<file path="config.mk">
export PLATFORM = sky130hd
export DESIGN_NAME = page_frame_allocator
export DESIGN_NICKNAME = d
export VERILOG_FILES = /design/src/hdl/pfa_pkg.sv /design/src/hdl/page_frame_allocator.sv /design/src/hdl/pfa_table.sv
export SDC_FILE = /design/constraint.sdc
export NUM_CORES = 1
export LEC_CHECK = 0
export BUFFER_PORTS_ARGS = -buffer_cell sky130_fd_sc_hd__buf_2
export CORE_UTILIZATION = 67
export CTS_CLUSTER_DIAMETER = 80
export CTS_CLUSTER_SIZE = 24
export DETAILED_ROUTE_END_ITERATION = 6
export HOLD_SLACK_MARGIN = 0.12
export PLACE_DENSITY = 0.86
export SLEW_MARGIN = 20
export SYNTH_ARGS = -nofsm -noshare
export SYNTH_HDL_FRONTEND = slang
export SYNTH_SLANG_ARGS = --single-unit
</file>
<file path="constraint.sdc">
create_clock -name i_clk -period 8.94 [get_ports i_clk]
set_input_delay 1.788 -clock i_clk [delete_from_list [all_inputs] [get_ports i_clk]]
set_output_delay 1.788 -clock i_clk [all_outputs]
set_load 0.1 [all_outputs]
</file>
<file path="src/hdl/pfa_pkg.sv">
`default_nettype none

package pfa_pkg;

    localparam logic [1:0] CMD_ALLOC   = 2'd0;
    localparam logic [1:0] CMD_FREE    = 2'd1;
    localparam logic [1:0] CMD_RELEASE = 2'd2;

    localparam logic STATUS_DONE = 1'b0;
    localparam logic STATUS_FULL = 1'b1;

    typedef struct packed {
        logic [1:0]  command;
        logic [7:0]  owner_id;
        logic [7:0]  owner_state;
        logic [15:0] page_number;
        logic [5:0]  frame_index;
    } t_pfa_in;

    typedef struct packed {
        logic        status;
        logic [5:0]  granted_frame;
        logic [6:0]  frames_freed;
        logic        table_empty;
    } t_pfa_out;

endpackage

`default_nettype wire

</file>
<file path="src/hdl/page_frame_allocator.sv">
`default_nettype none

// First-fit page frame allocator. The frame table (valid, owner, owner state,
// page) lives in one single-port-write, one-read synchronous memory, and
// allocate, free and release read, modify and write it back one entry per
// cycle; a running count of owned frames gives table_empty and lets a
// full-table allocate answer at once. After reset a clearing pass writes
// every entry before the first item is taken. One item is worked at a time:
// allocate sweeps up to the lowest free frame, free reads the entry named and
// clears it if valid, and release sweeps the whole table. The result sits in
// an output register, so the next item can be taken while it waits.

module page_frame_allocator #(
    parameter int FRAME_COUNT = 64,
    parameter int OWNER_BITS  = 8,
    parameter int PAGE_BITS   = 16
) (
    input  wire logic               i_clk,
    input  wire logic               i_rst_n,
    input  wire logic               i_in_valid,
    output logic                    o_in_stall,
    input  wire pfa_pkg::t_pfa_in   i_in,
    output logic                    o_out_valid,
    input  wire logic               i_out_stall,
    output pfa_pkg::t_pfa_out       o_out
);

    import pfa_pkg::*;

    localparam int IDX_W   = $clog2(FRAME_COUNT);
    localparam int CNT_W   = $clog2(FRAME_COUNT + 1);
    localparam int ENTRY_W = 1 + OWNER_BITS + 8 + PAGE_BITS;

    localparam logic [IDX_W-1:0] LAST_IDX = IDX_W'(FRAME_COUNT - 1);
    localparam logic [CNT_W-1:0] FULL_CNT = CNT_W'(FRAME_COUNT);

    typedef enum logic [2:0] {
        S_CLEAR,
        S_IDLE,
        S_SWEEP,
        S_FREE_RD,
        S_FREE_CHK,
        S_PUSH
    } t_state;

    t_state                 r_state;
    logic [IDX_W-1:0]       r_ptr;
    logic                   r_issue;
    logic                   r_chk;
    logic [IDX_W-1:0]       r_chk_addr;
    logic                   r_is_alloc;
    logic [ENTRY_W-1:0]     r_new_entry;
    logic [OWNER_BITS-1:0]  r_owner;
    logic [CNT_W-1:0]       r_owned;
    logic                   r_status;
    logic [5:0]             r_granted;
    logic [CNT_W-1:0]       r_freed;
    logic                   r_out_valid;
    t_pfa_out               r_out;

    logic                   wr_en;
    logic [IDX_W-1:0]       wr_addr;
    logic [ENTRY_W-1:0]     wr_data;
    logic [ENTRY_W-1:0]     rd_data;
    logic                   rd_valid;
    logic [OWNER_BITS-1:0]  rd_owner;
    logic                   owner_hit;

    // input fields brought to the table widths
    logic [OWNER_BITS+7:0]  owner_ext;
    logic [PAGE_BITS+15:0]  page_ext;
    logic [IDX_W+5:0]       idx_ext;
    logic                   idx_in_range;
    logic [IDX_W+5:0]       granted_ext;
    logic [CNT_W+6:0]       freed_ext;

    assign owner_ext    = {{OWNER_BITS{1'b0}}, i_in.owner_id};
    assign page_ext     = {{PAGE_BITS{1'b0}}, i_in.page_number};
    assign idx_ext      = {{IDX_W{1'b0}}, i_in.frame_index};
    assign idx_in_range = idx_ext < (IDX_W + 6)'(FRAME_COUNT);
    assign granted_ext  = {6'd0, r_chk_addr};
    assign freed_ext    = {7'd0, r_freed};

    assign rd_valid  = rd_data[ENTRY_W-1];
    assign rd_owner  = rd_data[ENTRY_W-2 -: OWNER_BITS];
    assign owner_hit = rd_valid && (rd_owner == r_owner);

    pfa_table #(
        .DEPTH (FRAME_COUNT),
        .WIDTH (ENTRY_W)
    ) u_table (
        .i_clk     (i_clk),
        .i_wr_en   (wr_en),
        .i_wr_addr (wr_addr),
        .i_wr_data (wr_data),
        .i_rd_addr (r_ptr),
        .o_rd_data (rd_data)
    );

    always_comb begin
        wr_en   = 1'b0;
        wr_addr = r_chk_addr;
        wr_data = r_new_entry;
        unique case (r_state)
            S_CLEAR: begin
                wr_en   = 1'b1;
                wr_addr = r_ptr;
                wr_data = '0;
            end
            S_SWEEP: begin
                if (r_chk) begin
                    if (r_is_alloc && !rd_valid) begin
                        wr_en = 1'b1;
                    end else if (!r_is_alloc && owner_hit) begin
                        wr_en   = 1'b1;
                        wr_data = '0;
                    end
                end
            end
            S_FREE_CHK: begin
                wr_en   = rd_valid;
                wr_addr = r_ptr;
                wr_data = '0;
            end
            default: begin
                wr_en = 1'b0;
            end
        endcase
    end

    always_ff @(posedge i_clk) begin
        if (!i_rst_n) begin
            r_state     <= S_CLEAR;
            r_ptr       <= '0;
            r_issue     <= 1'b0;
            r_chk       <= 1'b0;
            r_owned     <= '0;
            r_out_valid <= 1'b0;
        end else begin
            if (r_out_valid && !i_out_stall && r_state != S_PUSH) begin
                r_out_valid <= 1'b0;
            end
            unique case (r_state)
                S_CLEAR: begin
                    if (r_ptr == LAST_IDX) begin
                        r_state <= S_IDLE;
                    end else begin
                        r_ptr <= r_ptr + IDX_W'(1);
                    end
                end
                S_IDLE: begin
                    if (i_in_valid) begin
                        r_new_entry <= {1'b1, owner_ext[OWNER_BITS-1:0], i_in.owner_state,
                                        page_ext[PAGE_BITS-1:0]};
                        r_owner     <= owner_ext[OWNER_BITS-1:0];
                        r_status    <= STATUS_DONE;
                        r_granted   <= '0;
                        r_freed     <= '0;
                        r_chk       <= 1'b0;
                        unique case (i_in.command)
                            CMD_ALLOC: begin
                                if (r_owned == FULL_CNT) begin
                                    r_status <= STATUS_FULL;
                                    r_state  <= S_PUSH;
                                end else begin
                                    r_is_alloc <= 1'b1;
                                    r_ptr      <= '0;
                                    r_issue    <= 1'b1;
                                    r_state    <= S_SWEEP;
                                end
                            end
                            CMD_FREE: begin
                                if (idx_in_range) begin
                                    r_ptr   <= idx_ext[IDX_W-1:0];
                                    r_state <= S_FREE_RD;
                                end else begin
                                    r_state <= S_PUSH;
                                end
                            end
                            CMD_RELEASE: begin
                                r_is_alloc <= 1'b0;
                                r_ptr      <= '0;
                                r_issue    <= 1'b1;
                                r_state    <= S_SWEEP;
                            end
                            default: begin
                                r_state <= S_PUSH;
                            end
                        endcase
                    end
                end
                S_SWEEP: begin
                    // read address runs one entry ahead of the entry being checked
                    r_chk      <= r_issue;
                    r_chk_addr <= r_ptr;
                    if (r_issue) begin
                        if (r_ptr == LAST_IDX) begin
                            r_issue <= 1'b0;
                        end else begin
                            r_ptr <= r_ptr + IDX_W'(1);
                        end
                    end
                    if (r_chk) begin
                        if (r_is_alloc && !rd_valid) begin
                            r_granted <= granted_ext[5:0];
                            r_owned   <= r_owned + CNT_W'(1);
                            r_state   <= S_PUSH;
                        end else begin
                            if (!r_is_alloc && owner_hit) begin
                                r_freed <= r_freed + CNT_W'(1);
                                r_owned <= r_owned - CNT_W'(1);
                            end
                            if (r_chk_addr == LAST_IDX) begin
                                if (r_is_alloc) begin
                                    r_status <= STATUS_FULL;
                                end
                                r_state <= S_PUSH;
                            end
                        end
                    end
                end
                S_FREE_RD: begin
                    r_state <= S_FREE_CHK;
                end
                S_FREE_CHK: begin
                    if (rd_valid) begin
                        r_freed <= CNT_W'(1);
                        r_owned <= r_owned - CNT_W'(1);
                    end
                    r_state <= S_PUSH;
                end
                S_PUSH: begin
                    if (!r_out_valid || !i_out_stall) begin
                        r_out_valid         <= 1'b1;
                        r_out.status        <= r_status;
                        r_out.granted_frame <= r_granted;
                        r_out.frames_freed  <= freed_ext[6:0];
                        r_out.table_empty   <= (r_owned == '0);
                        r_state             <= S_IDLE;
                    end
                end
                default: begin
                    r_state <= S_IDLE;
                end
            endcase
        end
    end

    assign o_in_stall  = (r_state != S_IDLE);
    assign o_out_valid = r_out_valid;
    assign o_out       = r_out;

endmodule

`default_nettype wire

</file>
<file path="src/hdl/pfa_table.sv">
`default_nettype none

module pfa_table #(
    parameter int DEPTH = 64,
    parameter int WIDTH = 33
) (
    input  wire logic                     i_clk,
    input  wire logic                     i_wr_en,
    input  wire logic [$clog2(DEPTH)-1:0] i_wr_addr,
    input  wire logic [WIDTH-1:0]         i_wr_data,
    input  wire logic [$clog2(DEPTH)-1:0] i_rd_addr,
    output logic      [WIDTH-1:0]         o_rd_data
);

    logic [WIDTH-1:0] r_mem [DEPTH];
    logic [WIDTH-1:0] r_rd_data;

    always_ff @(posedge i_clk) begin
        if (i_wr_en) begin
            r_mem[i_wr_addr] <= i_wr_data;
        end
        r_rd_data <= r_mem[i_rd_addr];
    end

    assign o_rd_data = r_rd_data;

endmodule

`default_nettype wire
</file>
======== Word-level counts from Yosys, hierarchy flattened ========
Memories as Yosys holds them, arrays and structs flattened. A register that Yosys moved wholly into a read port is not among the register bits.
Index checks and enable logic that the tools add are counted.
storage, ports and cells
  memory bits (writable) .................. 2112
  logic and storage cells ................. 148
  output and inout port bits .............. 17
  memories ................................ 1
  flip-flop bits (word level) ............. 95
  input bits .............................. 44
operators by class
  $lt $le $gt $ge ......................... 1
  add/sub/neg operators ................... 4
  reduce and logical (&&, ||, !) cells .... 31
  multiplexer cells ....................... 63
  eq/ne operators ......................... 31
memories
  name           words  bits a word  rd ports  clocked after memory_dff  write ports  RTL line         RTL
  u_table.r_mem  64     33           1         1                         1            pfa_table.sv:15  logic [WIDTH-1:0] r_mem [DEPTH];
operators by type and width
  kind                                                                  count
  33-bit two-way mux                                                    3
  33-bit one-hot mux with 2 select lines                                1
  7-bit two-way mux                                                     9
  6-bit two-way mux                                                     9
  6-bit one-hot mux with 3 select lines                                 2
  3-bit two-way mux                                                     8
  2-bit inequality test, second input constant                          11
  7-bit one-hot mux with 3 select lines                                 1
  1-bit two-way mux                                                     20
  3-bit one-hot mux with 6 select lines                                 1
  3-bit inequality test, second input constant                          5
  5-bit AND reduction                                                   3
  7-bit by 1-bit adder with 7-bit output, second input constant         2
  7-bit one-hot mux with 2 select lines                                 1
  7-bit AND reduction                                                   2
  6-bit equality test, second input constant                            2
  6-bit one-hot mux with 2 select lines                                 1
  1-bit one-hot mux with 2 select lines                                 5
  3-bit one-hot mux with 3 select lines                                 1
  8-bit equality test                                                   1
  4-bit AND reduction                                                   2
  7-bit equality test, second input constant                            1
  7-bit logical NOT                                                     1
  6-bit by 7-bit < comparator with 1-bit output, second input constant  1
  22 further kinds                                                      37

======== Longest topological paths before layout ========
  depth in word-level cells ............... 9
  gate-level depth with buffers ........... 10
  depth with buffers taken out ............ 7

======== Cells and area by module ========
Synthesis repeated with hierarchy kept, for this count alone.
unflattened totals
  cells, all modules ...................... 3956
  area total of the unflattened synthesis .. 85216.7 µm²
modules (own cells, without submodules)
  module                cells each  instances  seq. area each (µm²)  area an instance (µm²)
  pfa_table             3610        1          64081.5               81094.0
  page_frame_allocator  346         1          2422.3                4122.7

======== Worst setup path after synthesis ========
OpenSTA, ideal clock, no wires.
  kind .................................... reg2reg
  from .................................... register r_state[1]
  to ...................................... memory u_table.r_mem[0][24] (data pin)
  setup slack ............................. 4.989 ns
  cell stages (with the launch flop) ...... 6
  arrival ................................. 3.584 ns
  path through ............................ dfxtp_1 -> buf_2 -> nor2_1 -> buf_2 -> nor2_1 -> and2_1
between the ends
  word-level cells in the longest chain between the ends .. 3
RTL lines
  item                                                      RTL line                     RTL
  from (decl)                                               page_frame_allocator.sv:46   t_state r_state;
  from (signal assigned)                                    page_frame_allocator.sv:133  r_state <= S_CLEAR;
  from (signal assigned)                                    page_frame_allocator.sv:146  r_state <= S_IDLE;
  from (signal assigned)                                    page_frame_allocator.sv:164  r_state <= S_PUSH;
  3-bit equality test or 3-bit logical NOT (tied branches)  page_frame_allocator.sv:104  unique case (r_state)
  2-bit OR reduction (no source line)                       --
  33-bit one-hot mux with 2 select lines *                  page_frame_allocator.sv:104
  via u_table.i_wr_data[24]                                 pfa_table.sv:10              input wire logic [WIDTH-1:0] i_wr_data,
  to (decl)                                                 pfa_table.sv:15
Mark *: on every way through the listed nets, which the timed path passes. The rest lies on a longest branch.

======== Worst setup path in the final report ========
  from .................................... register r_state[0]
  to ...................................... output o_in_stall
between the ends
  word-level cells in the longest chain between the ends .. 1
RTL lines
  item                                              RTL line                     RTL
  3-bit by 1-bit inequality test with 1-bit output  page_frame_allocator.sv:249  assign o_in_stall = (r_state != S_IDLE);
  to (decl)                                         page_frame_allocator.sv:21   output logic o_in_stall,
Every way passes these cells.

==> flow_metrics.py <==
metrics = {
    "synth": {
        "synthArstFlopShare_pct": 0,
        "syn-cell-area_um2": 26250,
        "syn_nets": 1501,
        "yosysSeqAreaShare_pct": 73.06,
        "yosysWarnings": 0,
        "synth_mux_area_share_pct": 12.63,
        "synthSimpleGateAreaFrac_pct": 4.909,
        "ys_types": 71,
        "yosys_most_used_dff": "edfxtp_1",
        "syn-instance-count": 1449,
        "avgSynthCellArea_um2": 18.12,
        "synthAdderAreaFrac_pct": 0.3813,
        "ys_ff_latch": 648,
        "synth_xor_area_share_pct": 0.4337,
        "synth-edff-count": 620,
        "synth_top_family_by_area": "multiplexers",
        "synth_compound_area_share_pct": 6.649,
    },
    "grt": {
        "grt_overflow": 0,
        "grt.busiest_layer": "met2",
        "gr-usage-met1_pct": 41.23,
        "grt_start_max_net_pins": 65,
        "antenna_found_initial": 0,
        "use_met3_pct": 5.628,
        "use_met2_pct": 46.91,
        "grt_util_all_layers_pct": 29.27,
        "grt_pass1_vias": 13865,
        "grt_pass1_wl_um": 85040,
    },
    "detailed_routing": {
        "final_antenna_net_count": 0,
        "wl_per_cell_um": 28.68,
        "drc": 3,
        "via_per_inst": 7.098,
        "vias": 14111,
        "drt_pass1_iterations": 7,
        "drtIter0Drc": 2403,
        "wirelength_um": 57010,
    },
    "cts": {
        "h-tree-depth": 1,
        "path_clk_slew_ns": 0.09,
        "clk_path_buf_depth": 3,
        "ctsResizeCount": 0,
        "cts_hold_buf": 0,
        "cts_tree": "done",
        "numCtsBuffers": 31,
        "cts_setup_buffers": 0,
        "clk_latency_ns": 0.61,
        "cts_root_buf": "clkbuf_16",
        "clock_sinks": 648,
    },
    "floorplan": {
        "die_h_um": 199.9,
        "die_area_um2": 39980,
        "start_util_pct": 67.93,
        "die_width_um": 199.9,
        "core_um2": 38650,
        "placementRows": 72,
        "ioPinCount": 61,
    },
    "cells_and_area": {
        "final_cell_mix": "edfxtp_1, mux4_2, a21oi_1",
        "syn_to_final_growth_pct": 5.939,
        "antenna_cells": 0,
        "final_common_cell": "edfxtp_1",
        "nets": 1508,
        "utilization_pct": 71.96,
        "multi_input_area_um2": 6683,
        "regArea_um2": 19190,
        "final_area_um2": 27810,
        "fill_cells": 2132,
        "drive_gt1_share_pct": 19.18,
    },
    "power_and_ir_drop": {
        "intPower_w": 0.004522,
        "ir_drop_uv": 161.8,
        "comb_power_share_pct": 15.4,
        "power_density_nw_per_um2": 216.8,
        "cellLeakagePower_nw": 8.515,
        "p_clk_share_pct": 26.0,
        "seqPwrFrac_pct": 58.7,
        "p_sw_w": 0.001509,
        "p_sw_share_pct": 25.02,
    },
    "placement": {
        "placed_cell_area_um2": 26860,
        "post-place-ws_ns": 4.789,
        "port_buffers": 36,
        "hpwl_um": 34870,
        "gp_congestion": 0.9742,
    },
    "sta": {
        "setup_violations": 0,
        "fmax_ghz": 0.2044,
        "tns_ns": 0,
        "worst_pin_slew_ns": 1.164,
        "skew_ns": 0.02677,
        "setup_ws_ns": 4.047,
        "finalCritPeriodShare_pct": 54.74,
        "finalMaxSlewViolations": 0,
        "rsz0062_at_grt": "false",
        "min_period_ns": 4.893,
        "hold_viol": 0,
        "slew_headroom_pct": 22.42,
    },
    "setup_path": {
        "cp-start-kind": "flip-flop",
        "r2r_cells": 7,
        "crit_chain": "nand2b_1 -> nor2_1 -> inv_1 -> buf_2",
        "rr_endpoint": "u_table.o_rd_data[24]$_DFF_P_",
        "cp.required_ns": 7.15,
        "max_stage_delay_ns": 0.85,
        "path_max_fanout": 21,
        "ff2ff_setup_slack_ns": 4.74,
        "arrival_ns": 3.11,
        "end_kind": "output port",
        "reg2reg_from": "r_ptr[1]$_SDFFE_PN0P_",
        "crit_slowest_cell": "dfxtp_1",
        "critical_path_class": "flip-flop to output port",
    },
    "outcome": {
        "status": "finished with violations",
        "violations": "design-rule violations",
    },
    "min_path": {
        "whs_endpoint": "o_out[12]$_DFFE_PP_",
        "holdPathStages": 0,
        "hold_start": "r_granted[4]$_SDFFCE_PN0P_",
        "hp-class": "flip-flop to flip-flop",
    },
    "job": {
        "drv_cap": 0,
    },
}
-- flip-flops by register name (all words and copies together) (netlist names), 3 cells and up --
name and count:
u_table.r_mem 576, o_out 15, u_table.o_rd_data 9, r_freed 7, r_owned 7, r_owner 7, r_chk_addr 6, r_granted 6
r_ptr 6, r_state 3
-- power by group through the flow --
stage	Combinational [W]	Sequential (W)	Clock, W
finish	0.000927	0.00354	0.00157
global route	0.000972	0.00355	0.00168
CTS	0.000912	0.00354	0.00157
detailed placement	0.000907	0.00361	0
global placement	0.000875	0.00360	0
floorplan	0.000733	0.00354	0
-- kinds of logic after synthesis --
| family | after synthesis |
|---|---|
| xor+xnor | 13 |
| mux | 173 |
| fa+ha+maj | 8 |
| flops | 648 |
| simple gates | 248 |
| buf+inv | 100 |
| compound gates | 259 |
-- cell type report --
cell class,instances,share of cell area [%]
clock buffers,45,3.014
clock inverters,2,0.1665
inverters,16,0.2160
multi-input cells,701,24.03
flip-flops and latches,648,69.00
well taps,518,2.331
repair buffers,58,1.242
-- through the flow --
step | std cells | hold slack (ns) | power, W
2_1_floorplan | 1449 | 0.4003 | 0.004272
5_1_grt | 1988 | 0.4344 | 0.006195
4_1_cts | 1988 | 0.4259 | 0.006021
3_5_place_dp | 1941 | 0.4045 | 0.004515
3_3_place_gp | 1939 | 0.4057 | 0.004473
6_report | 1988 | 0.4257 | 0.006030
-- critical path: cells and delay by family (launching register included) --
family	cells	cell delay [ns]
DFF	1	0.85
and+or+nand+nor	2	0.84
buffers and inverters	2	0.80
-- routing by layer --
layer	vias to the layer above	share of wire (%)
met1	7101	37
met2	982	49
met4	0	3.0
met5	-	0
met3	135	11
li1	5893	-
-- cells in the mapped netlist, drive strengths merged (8+ instances only) --
cell / n / area [um^2]
a211oi: 29 / 217.7
a21oi: 112 / 598.1
a22oi: 23 / 172.7
and2: 18 / 112.6
buf: 52 / 325.3
clkbuf: 32 / 125.1
dfxtp: 28 / 560.5
edfxtp: 620 / 18620
ha: 8 / 100.1
inv: 15 / 56.30
mux2i: 42 / 420.4
mux4: 126 / 2838
nand2: 62 / 232.7
nand2b: 12 / 75.07
nand3: 24 / 120.1
nand3b: 10 / 78.82
nor2: 57 / 219.0
nor2b: 24 / 150.1
nor3: 9 / 50.05
o211ai: 9 / 77.57
o21ai: 11 / 55.05
o221ai: 10 / 87.58
o22ai: 11 / 68.82
xnor2: 11 / 96.34
-- worst max path at each step --
| stage | end | slack, ns | depth (start not counted) | start |
|---|---|---|---|---|
| after CTS | o_in_stall | 4.12 | 4 | r_state[0]$_SDFFE_PN0P_ |
| after global placement | o_in_stall | 4.82 | 4 | r_state[0]$_SDFFE_PN0P_ |
| after global routing | o_in_stall | 3.85 | 4 | r_state[0]$_SDFFE_PN0P_ |
| after detailed placement | o_in_stall | 4.79 | 4 | r_state[0]$_SDFFE_PN0P_ |
| final | o_in_stall | 4.05 | 4 | r_state[0]$_SDFFE_PN0P_ |
| after floorplan | u_table.r_mem[0][24]$_DFFE_PP_ | 4.99 | 5 | r_state[1]$_SDFFE_PN0P_ |
Power figures use the tool's default switching activity.
